<file path="config.mk">
export PLATFORM = sky130hd
export DESIGN_NAME = indexed_list_store_flat
export DESIGN_NICKNAME = d
export VERILOG_FILES = /design/src/sv/ils_pkg.sv /design/src/sv/ils_req_if.sv /design/src/sv/ils_rsp_if.sv /design/src/sv/ils_cell.sv /design/src/sv/ils_ctrl.sv /design/src/sv/indexed_list_store.sv /design/src/flat_wrapper.sv
export SDC_FILE = /design/constraint.sdc
export NUM_CORES = 2
export LEC_CHECK = 0
export ABC_AREA = 1
export BUFFER_PORTS_ARGS = -buffer_cell sky130_fd_sc_hd__buf_2
export CORE_MARGIN = 2
export CORE_UTILIZATION = 40
export CTS_BUF_LIST = sky130_fd_sc_hd__clkbuf_4
export CTS_CLUSTER_DIAMETER = 40
export DETAILED_ROUTE_END_ITERATION = 6
export PLACE_DENSITY_LB_ADDON = 0.05
export SYNTH_ARGS = -nofsm -noshare
export SYNTH_HDL_FRONTEND = slang
export SYNTH_SLANG_ARGS = --single-unit
</file>
<file path="constraint.sdc">
create_clock -name clk -period 32.7 [get_ports clk]
set_clock_uncertainty 0.15 [all_clocks]
set_input_delay 6.54 -clock clk [delete_from_list [all_inputs] [get_ports clk]]
set_output_delay 6.54 -clock clk [all_outputs]
set_load 0.005 [all_outputs]
</file>
<file path="src/sv/ils_pkg.sv">
`default_nettype none

package ils_pkg;

  localparam int POS_W            = 5;
  localparam int DATA_W           = 32;
  localparam int CNT_W            = 5;
  localparam int EXT_W            = 64;
  localparam int CAPACITY_DEF     = 16;
  localparam int VALUE_WIDTH_DEF  = 32;

  typedef enum logic [1:0] {
    OP_INSERT = 2'd0,
    OP_DELETE = 2'd1,
    OP_SET    = 2'd2,
    OP_GET    = 2'd3
  } ils_op_t;

  // command broadcast from the controller to every cell
  typedef struct packed {
    logic             ins;
    logic             del;
    logic             set;
    logic             load;
    logic             shift;
    logic [POS_W-1:0] pos;
  } ils_cmd_t;

  typedef struct packed {
    logic              ok;
    logic [DATA_W-1:0] read_value;
    logic [CNT_W-1:0]  entry_count;
  } ils_res_t;

endpackage

`default_nettype wire

</file>
<file path="src/sv/ils_req_if.sv">
`default_nettype none

interface ils_req_if;
  import ils_pkg::*;

  logic                     valid;
  logic                     ready;
  logic [1:0]               opcode;
  logic [POS_W-1:0]         position;
  logic signed [DATA_W-1:0] item_value;

  modport source (output valid, output opcode, output position, output item_value,
                  input ready);
  modport sink   (input valid, input opcode, input position, input item_value,
                  output ready);
endinterface

`default_nettype wire

</file>
<file path="src/sv/ils_rsp_if.sv">
`default_nettype none

interface ils_rsp_if;
  import ils_pkg::*;

  logic                     valid;
  logic                     ready;
  logic                     ok;
  logic signed [DATA_W-1:0] read_value;
  logic [CNT_W-1:0]         entry_count;

  modport source (output valid, output ok, output read_value, output entry_count,
                  input ready);
  modport sink   (input valid, input ok, input read_value, input entry_count,
                  output ready);
endinterface

`default_nettype wire

</file>
<file path="src/sv/ils_cell.sv">
`default_nettype none

module ils_cell #(
  parameter int IDX         = 0,
  parameter int VALUE_WIDTH = ils_pkg::VALUE_WIDTH_DEF
) (
  input  logic                   clk,
  input  ils_pkg::ils_cmd_t      cmd,
  input  logic [VALUE_WIDTH-1:0] wr_value,
  input  logic [VALUE_WIDTH-1:0] left_entry,
  input  logic [VALUE_WIDTH-1:0] right_entry,
  input  logic [VALUE_WIDTH-1:0] right_rd,
  output logic [VALUE_WIDTH-1:0] entry_out,
  output logic [VALUE_WIDTH-1:0] rd_out
);
  import ils_pkg::*;

  logic [VALUE_WIDTH-1:0] entry_r, entry_nxt;
  logic [VALUE_WIDTH-1:0] rd_r, rd_nxt;
  logic                   at_pos;
  logic                   above_pos;

  assign at_pos    = (32'(cmd.pos) == 32'(IDX));
  assign above_pos = (32'(IDX) > 32'(cmd.pos));

  always_comb begin
    entry_nxt = entry_r;
    priority if (cmd.ins && above_pos) begin
      entry_nxt = left_entry;
    end else if ((cmd.ins || cmd.set) && at_pos) begin
      entry_nxt = wr_value;
    end else if (cmd.del && (above_pos || at_pos)) begin
      entry_nxt = right_entry;
    end else begin
      entry_nxt = entry_r;
    end
  end

  // read chain: snapshot on load, then walk toward cell zero
  always_comb begin
    rd_nxt = rd_r;
    priority if (cmd.load) begin
      rd_nxt = entry_r;
    end else if (cmd.shift) begin
      rd_nxt = right_rd;
    end else begin
      rd_nxt = rd_r;
    end
  end

  always_ff @(posedge clk) begin
    entry_r <= entry_nxt;
    rd_r    <= rd_nxt;
  end

  assign entry_out = entry_r;
  assign rd_out    = rd_r;

endmodule

`default_nettype wire

</file>
<file path="src/sv/ils_ctrl.sv">
`default_nettype none

module ils_ctrl #(
  parameter int CAPACITY    = ils_pkg::CAPACITY_DEF,
  parameter int VALUE_WIDTH = ils_pkg::VALUE_WIDTH_DEF
) (
  input  logic                   clk,
  input  logic                   rst_n,
  ils_req_if.sink                in_req,
  ils_rsp_if.source              out_rsp,
  output ils_pkg::ils_cmd_t      cmd,
  output logic [VALUE_WIDTH-1:0] wr_value,
  input  logic [VALUE_WIDTH-1:0] rd_head
);
  import ils_pkg::*;

  localparam int CW = $clog2(CAPACITY + 1);

  typedef enum logic {
    ST_IDLE,
    ST_READ
  } state_t;

  state_t           state_r;
  logic [CW-1:0]    count_r, count_nxt;
  logic [POS_W-1:0] rem_r;
  logic             out_valid_r, skid_valid_r;
  ils_res_t         out_r, skid_r, res;

  ils_op_t                       op;
  logic                          acc;
  logic                          ok_w;
  logic                          in_list;
  logic                          ins_ok;
  logic                          produce;
  logic                          take;
  logic [EXT_W-1:0]              ext_in;
  logic signed [VALUE_WIDTH-1:0] rd_s;
  logic [EXT_W-1:0]              ext_rd;

  assign op             = ils_op_t'(in_req.opcode);
  assign in_req.ready   = (state_r == ST_IDLE) && !skid_valid_r;
  assign acc            = in_req.valid && in_req.ready;
  assign take           = out_valid_r && out_rsp.ready;

  assign in_list = (32'(in_req.position) < 32'(count_r));
  assign ins_ok  = (32'(in_req.position) <= 32'(count_r)) && (count_r < CW'(CAPACITY));

  assign ext_in   = EXT_W'(in_req.item_value);
  assign wr_value = ext_in[VALUE_WIDTH-1:0];
  assign rd_s     = rd_head;
  assign ext_rd   = EXT_W'(rd_s);

  always_comb begin
    ok_w      = 1'b0;
    count_nxt = count_r;
    unique case (op)
      OP_INSERT: begin
        ok_w = ins_ok;
        if (ins_ok) begin
          count_nxt = count_r + CW'(1);
        end
      end
      OP_DELETE: begin
        ok_w = in_list;
        if (in_list) begin
          count_nxt = count_r - CW'(1);
        end
      end
      OP_SET:  ok_w = in_list;
      OP_GET:  ok_w = in_list;
      default: ok_w = 1'b0;
    endcase
  end

  always_comb begin
    cmd.ins   = acc && (op == OP_INSERT) && ok_w;
    cmd.del   = acc && (op == OP_DELETE) && ok_w;
    cmd.set   = acc && (op == OP_SET) && ok_w;
    cmd.load  = acc && (op == OP_GET) && ok_w;
    cmd.shift = (state_r == ST_READ) && (rem_r != '0);
    cmd.pos   = in_req.position;
  end

  always_comb begin
    produce = 1'b0;
    res     = '0;
    priority if (acc && !((op == OP_GET) && ok_w)) begin
      produce         = 1'b1;
      res.ok          = ok_w;
      res.entry_count = CNT_W'(count_nxt);
    end else if ((state_r == ST_READ) && (rem_r == '0)) begin
      produce         = 1'b1;
      res.ok          = 1'b1;
      res.read_value  = ext_rd[DATA_W-1:0];
      res.entry_count = CNT_W'(count_r);
    end else begin
      produce = 1'b0;
      res     = '0;
    end
  end

  always_ff @(posedge clk) begin
    if (!rst_n) begin
      state_r      <= ST_IDLE;
      count_r      <= '0;
      rem_r        <= '0;
      out_valid_r  <= 1'b0;
      skid_valid_r <= 1'b0;
    end else begin
      if (acc) begin
        count_r <= count_nxt;
      end
      unique case (state_r)
        ST_IDLE: begin
          if (cmd.load) begin
            state_r <= ST_READ;
            rem_r   <= in_req.position;
          end
        end
        ST_READ: begin
          if (rem_r == '0) begin
            state_r <= ST_IDLE;
          end else begin
            rem_r <= rem_r - POS_W'(1);
          end
        end
        default: state_r <= ST_IDLE;
      endcase
      priority if (produce) begin
        if (!out_valid_r || take) begin
          out_valid_r <= 1'b1;
        end else begin
          skid_valid_r <= 1'b1;
        end
      end else if (take) begin
        if (skid_valid_r) begin
          skid_valid_r <= 1'b0;
        end else begin
          out_valid_r <= 1'b0;
        end
      end else begin
        out_valid_r <= out_valid_r;
      end
    end
  end

  // result payload, no reset
  always_ff @(posedge clk) begin
    priority if (produce) begin
      if (!out_valid_r || take) begin
        out_r <= res;
      end else begin
        skid_r <= res;
      end
    end else if (take && skid_valid_r) begin
      out_r <= skid_r;
    end else begin
      out_r <= out_r;
    end
  end

  assign out_rsp.valid       = out_valid_r;
  assign out_rsp.ok          = out_r.ok;
  assign out_rsp.read_value  = out_r.read_value;
  assign out_rsp.entry_count = out_r.entry_count;

  a_count_bound: assert property (@(posedge clk) disable iff (!rst_n)
    32'(count_r) <= 32'(CAPACITY))
    else $error("entry count above capacity");

  a_skid_order: assert property (@(posedge clk) disable iff (!rst_n)
    skid_valid_r |-> out_valid_r)
    else $error("skid slot holds a result while output slot is empty");

  a_no_overflow: assert property (@(posedge clk) disable iff (!rst_n)
    produce |-> !skid_valid_r)
    else $error("result produced with both result slots full");

  a_quick_result: assert property (@(posedge clk) disable iff (!rst_n)
    (acc && (op != OP_GET)) |=> out_valid_r)
    else $error("no result after a non-read transaction");

  a_read_idle: assert property (@(posedge clk) disable iff (!rst_n)
    (state_r == ST_READ) |-> !acc)
    else $error("transaction accepted during a read walk");

endmodule

`default_nettype wire

</file>
<file path="src/sv/indexed_list_store.sv">
// Indexed list store: an ordered list of up to CAPACITY signed values, addressed by
// position, held in a row of cells, one entry per cell. Insert, delete and set finish
// in the cycle of the transaction: every cell compares its index with the position and
// takes its own, its left or its right neighbor's value at once, and the result
// (ok, read_value, entry_count) is registered into the output slot, or into the skid
// slot while the output slot still waits. A get snapshots the row into a read chain and
// walks it one cell per cycle toward cell zero, then registers its result; no new request
// is taken during that walk. Two result slots let a request be accepted while an earlier
// result still waits. Failed requests only clear ok and leave the list unchanged.
`default_nettype none

module indexed_list_store #(
  parameter int CAPACITY    = ils_pkg::CAPACITY_DEF,
  parameter int VALUE_WIDTH = ils_pkg::VALUE_WIDTH_DEF
) (
  input  logic      clk,
  input  logic      rst_n,
  ils_req_if.sink   in_req,
  ils_rsp_if.source out_rsp
);
  import ils_pkg::*;

  ils_cmd_t               cmd;
  logic [VALUE_WIDTH-1:0] wr_value;
  logic [VALUE_WIDTH-1:0] entry_w    [CAPACITY];
  logic [VALUE_WIDTH-1:0] rd_w       [CAPACITY];
  logic [VALUE_WIDTH-1:0] left_w     [CAPACITY];
  logic [VALUE_WIDTH-1:0] right_w    [CAPACITY];
  logic [VALUE_WIDTH-1:0] right_rd_w [CAPACITY];

  ils_ctrl #(
    .CAPACITY    (CAPACITY),
    .VALUE_WIDTH (VALUE_WIDTH)
  ) u_ctrl (
    .clk      (clk),
    .rst_n    (rst_n),
    .in_req   (in_req),
    .out_rsp  (out_rsp),
    .cmd      (cmd),
    .wr_value (wr_value),
    .rd_head  (rd_w[0])
  );

  for (genvar i = 0; i < CAPACITY; i++) begin : g_cell
    if (i == 0) begin : g_first
      assign left_w[i] = '0;
    end else begin : g_left
      assign left_w[i] = entry_w[i-1];
    end
    if (i == CAPACITY - 1) begin : g_last
      assign right_w[i]    = '0;
      assign right_rd_w[i] = '0;
    end else begin : g_right
      assign right_w[i]    = entry_w[i+1];
      assign right_rd_w[i] = rd_w[i+1];
    end

    ils_cell #(
      .IDX         (i),
      .VALUE_WIDTH (VALUE_WIDTH)
    ) u_cell (
      .clk         (clk),
      .cmd         (cmd),
      .wr_value    (wr_value),
      .left_entry  (left_w[i]),
      .right_entry (right_w[i]),
      .right_rd    (right_rd_w[i]),
      .entry_out   (entry_w[i]),
      .rd_out      (rd_w[i])
    );
  end

endmodule

`default_nettype wire
</file>
<file path="src/flat_wrapper.sv">
// flat-port wrapper written by rule: the top's interface ports become plain ports
module indexed_list_store_flat import ils_pkg::*;
#(
  parameter int CAPACITY    = ils_pkg::CAPACITY_DEF,
  parameter int VALUE_WIDTH = ils_pkg::VALUE_WIDTH_DEF
)
  (clk, rst_n, in_req_valid, in_req_opcode, in_req_position, in_req_item_value, in_req_ready, out_rsp_valid, out_rsp_ok, out_rsp_read_value, out_rsp_entry_count, out_rsp_ready);
  ils_req_if in_req_i ();
  ils_rsp_if out_rsp_i ();
  input  logic clk;
  input  logic rst_n;
  input wire logic [$bits(in_req_i.valid)-1:0] in_req_valid;
  input wire logic [$bits(in_req_i.opcode)-1:0] in_req_opcode;
  input wire logic [$bits(in_req_i.position)-1:0] in_req_position;
  input wire logic [$bits(in_req_i.item_value)-1:0] in_req_item_value;
  output wire logic [$bits(in_req_i.ready)-1:0] in_req_ready;
  output wire logic [$bits(out_rsp_i.valid)-1:0] out_rsp_valid;
  output wire logic [$bits(out_rsp_i.ok)-1:0] out_rsp_ok;
  output wire logic [$bits(out_rsp_i.read_value)-1:0] out_rsp_read_value;
  output wire logic [$bits(out_rsp_i.entry_count)-1:0] out_rsp_entry_count;
  input wire logic [$bits(out_rsp_i.ready)-1:0] out_rsp_ready;
  assign in_req_i.valid = in_req_valid;
  assign in_req_i.opcode = in_req_opcode;
  assign in_req_i.position = in_req_position;
  assign in_req_i.item_value = in_req_item_value;
  assign in_req_ready = in_req_i.ready;
  assign out_rsp_valid = out_rsp_i.valid;
  assign out_rsp_ok = out_rsp_i.ok;
  assign out_rsp_read_value = out_rsp_i.read_value;
  assign out_rsp_entry_count = out_rsp_i.entry_count;
  assign out_rsp_i.ready = out_rsp_ready;
  indexed_list_store #(.CAPACITY(CAPACITY), .VALUE_WIDTH(VALUE_WIDTH)) u_core (.clk(clk), .rst_n(rst_n), .in_req(in_req_i), .out_rsp(out_rsp_i));
endmodule
</file>
==> results.ini <==
[worst_setup_path]
cpPeakStageDelay_ns=0.77
crit_chain=buf_2, inv_2, ha_1, nor3_1, nor2_2, nand3_4, buf_4, buf_4, buf_4, buf_4, buf_4, o21ai_0
critPathTopFamily=buffers and inverters
path_max_fanout=86
rrSetupSlack_ns=26.25
worstSetupPathType=input port to flip-flop
ff2ff_path_depth=12
crit_path_start_kind=input port
crit_arrival_ns=12.08
cp_slowest_cell=buf_4
r2r_start=u_core.u_ctrl.count_r[3]
end_kind=flip-flop
r2r-end=u_core.g_cell[7].u_cell.rd_out[12]
path_buf_inv=7
required_ns=33.52
crit_top_cell=buf_4

[clock_tree]
cts_buffers=336
cts_resized=0
htree_levels=5
cts_post_setup_buffers_inserted=0
clockBufferDepth=4
numClockSinks=1113
cts_root_buf=clkbuf_4
insertion_delay_ns=1.30
cts_tree=yes
path_clk_slew_ns=0.06
ctsHoldBuffers=0

[global_routing]
top_usage_layer=met2
met2_usage_pct=40.6
grt_util_met1_pct=36.7
grt-ovfl-total=0
grt_max_degree=115
antenna_found_initial=2
use_met3_pct=3.74
grt_first_pass_wirelength_um=266000
grt_usage_pct=25.8
grt_pass1_vias=41200

[floorplanning]
rows=134
io_pins=83
initial_core_util_pct=40.2
core-area_um2=133000
dieArea_um2=137000
die_w_um=370
die-height_um=370

[routing]
wl_um=177000
dr.pass1.iters=6
avgViaCountPerCell=5.26
ant_nets=0
drtIter0Drc=4158
vias=42000
avgRoutedWirePerCell_um=22.1
drc_errors=0

[pwr]
irDropWorstVdd_mv=0.0382
power.density_nw_per_um2=52.6
p_leak_nw=25.6

[synthesis]
synth_most_common_cell=nand2_1
synth_edf_count=1100
avgSynthCellArea_um2=9.11
synth_area_leader_cell=edfxtp_1
synth_nets=5932
synth_cell_types=32
synth_area_um2=53600
synth.yosys.warnings=0
synth_top_cell_area_share_pct=61.7
synthTopCellsByArea=edfxtp_1, nand2_1, nand3_1, o21ai_0, inv_1
async_flop_share_pct=0
ys_seq_area_share_pct=62.2
ys_ff_latch=1113
synth_flop_cell=edfxtp_1
syn_inst=5881
yosys-top-cells-count=nand2_1, edfxtp_1, nand3_1

[timing]
fin_hold_ws_ns=0.297
worst_pin_slew_ns=1.24
fmax_mhz=88.8
slew_violations=0
setup_slack_ns=21.45
final_hold_viol_count=0
slew_headroom_pct=17.7
finalSetupViolations=0
finalCriticalPeriod_ns=11.26
rsz0062_at_grt=no
timing.final.crit_share_pct=34.4
fin_setup_tns_ns=0

[worst_hold_path]
min_from=u_core.g_cell[2].u_cell.rd_out[3]
hold_end=u_core.g_cell[1].u_cell.rd_out[3]
min_path_cells=2
hold_class=flip-flop to flip-flop

[placement]
dp_hpwl_um=109000
gp_congestion=0.814
preCtsSetupSlack_ns=20.14
placement.io_buffers=82

[finish]
synthToLayoutAreaGrowth_pct=11.0
drive_above_1_share_pct=12.1
fin_nets=6060

[outcome]
status=completed

[flow_run]
cap_viol_max_count=0

cells in the final DEF (no fill, tap or decap), drive strengths merged:
cell      synthesis  layout
a21oi            12      12
bufinv            0       2
nand3           970     970
nand4            16      16
diode             0      11
nand2          2118    2118
ha                8       8
o21bai            2       2
nor2            117     117
clkbuf          215     493
o21ai           527     527
xor2              1       1
dfxtp            13      13
edfxtp         1100    1100
nor3              9       9
or2               1       1
inv             585     586
clkinvlp          0       1
clkinv            2      52
a31oi             1       1
buf             178     183
o211ai            5       5
a221oi            1       1
worst reg2reg max path, stage by stage (launching register included):
cell and delay, ns:
dfxtp_1 0.51, inv_1 0.20, ha_1 0.32, nand2_1 0.08, nor3_1 0.23, nor2_2 0.14, nand3_4 0.42, buf_4 0.76
buf_4 0.81, buf_4 0.80, buf_4 0.81, buf_4 0.73, o21ai_0 0.22
flip-flops by register name, indices dropped and copies added, names as in the netlist:
register	cells
u_core.g_cell.u_cell.rd_out	512
u_core.u_ctrl.out_rsp.ok	1
u_core.u_ctrl.state_r	1
u_core.u_ctrl.skid_r	38
u_core.g_cell.u_cell.entry_out	512
u_core.u_ctrl.out_rsp.entry_count	5
u_core.u_ctrl.out_rsp.read_value	32
u_core.u_ctrl.rem_r	5
u_core.u_ctrl.out_rsp.valid	1
u_core.u_ctrl.count_r	5
u_core.u_ctrl.skid_valid_r	1
logic make-up after synthesis:
| kind of cell | share of synthesized area (%) |
|---|---|
| fa+ha+maj | 0.187 |
| simple gates | 25.2 |
| buf+inv | 7.26 |
| flops | 62.2 |
| xor+xnor | 0.0164 |
| compound gates | 5.17 |
area by class of cell:
class                      count  area, um2
timing repair buffer         183       1200
sequential                  1113      33300
inverter                     587       2200
clock buffer                 493       3700
multi-input combinational   3788      16500
fill                       13300      73700
clock inverter                54        263
antenna                       11       27.5
tap                         1768       2210
report_power, final:
group          leakage [nW]  total (mW)  switching [mW]  internal, mW
clock network          2.39        1.31           0.611         0.696
registers              10.1        1.63          0.0162          1.61
logic                  13.1       0.191           0.149        0.0425
total                  25.6        3.13           0.776          2.35
per-stage QoR:
stage                     cell area, um2  std cells  utilization (%)  total power [mW]
final                              59400       7997             44.7              3.13
after global routing               59400       7997             44.7              3.26
after CTS                          59400       7986             44.6              3.17
after detailed placement           55500       7439             41.7              1.85
after global placement             55400       7438             41.6              1.85
after floorplan                    53600       5881                -              1.78
how the worst max path moves through the flow:
stage | endpoint | from | slack (ns) | cells past startpoint
final | u_core.g_cell[7].u_cell.rd_out[12] | in_req_position[0] | 21.45 | 12
after global routing | u_core.g_cell[7].u_cell.rd_out[11] | in_req_position[0] | 20.96 | 12
after CTS | u_core.g_cell[8].u_cell.rd_out[17] | in_req_position[0] | 21.53 | 12
after floorplan | u_core.u_ctrl.rem_r[0] | in_req_position[4] | 11.59 | 12
after global placement | u_core.g_cell[7].u_cell.rd_out[28] | in_req_position[4] | 20.25 | 12
after detailed placement | u_core.g_cell[8].u_cell.rd_out[17] | in_req_position[0] | 20.14 | 12
metal layers:
metal / wire (um) / up-vias
met5: 0 / -
met3: 10700 / 289
met2: 81400 / 1520
met1: 81000 / 20200
li1: - / 20000
met4: 4000 / 0
No activity file was read; power rests on OpenSTA's default activity.
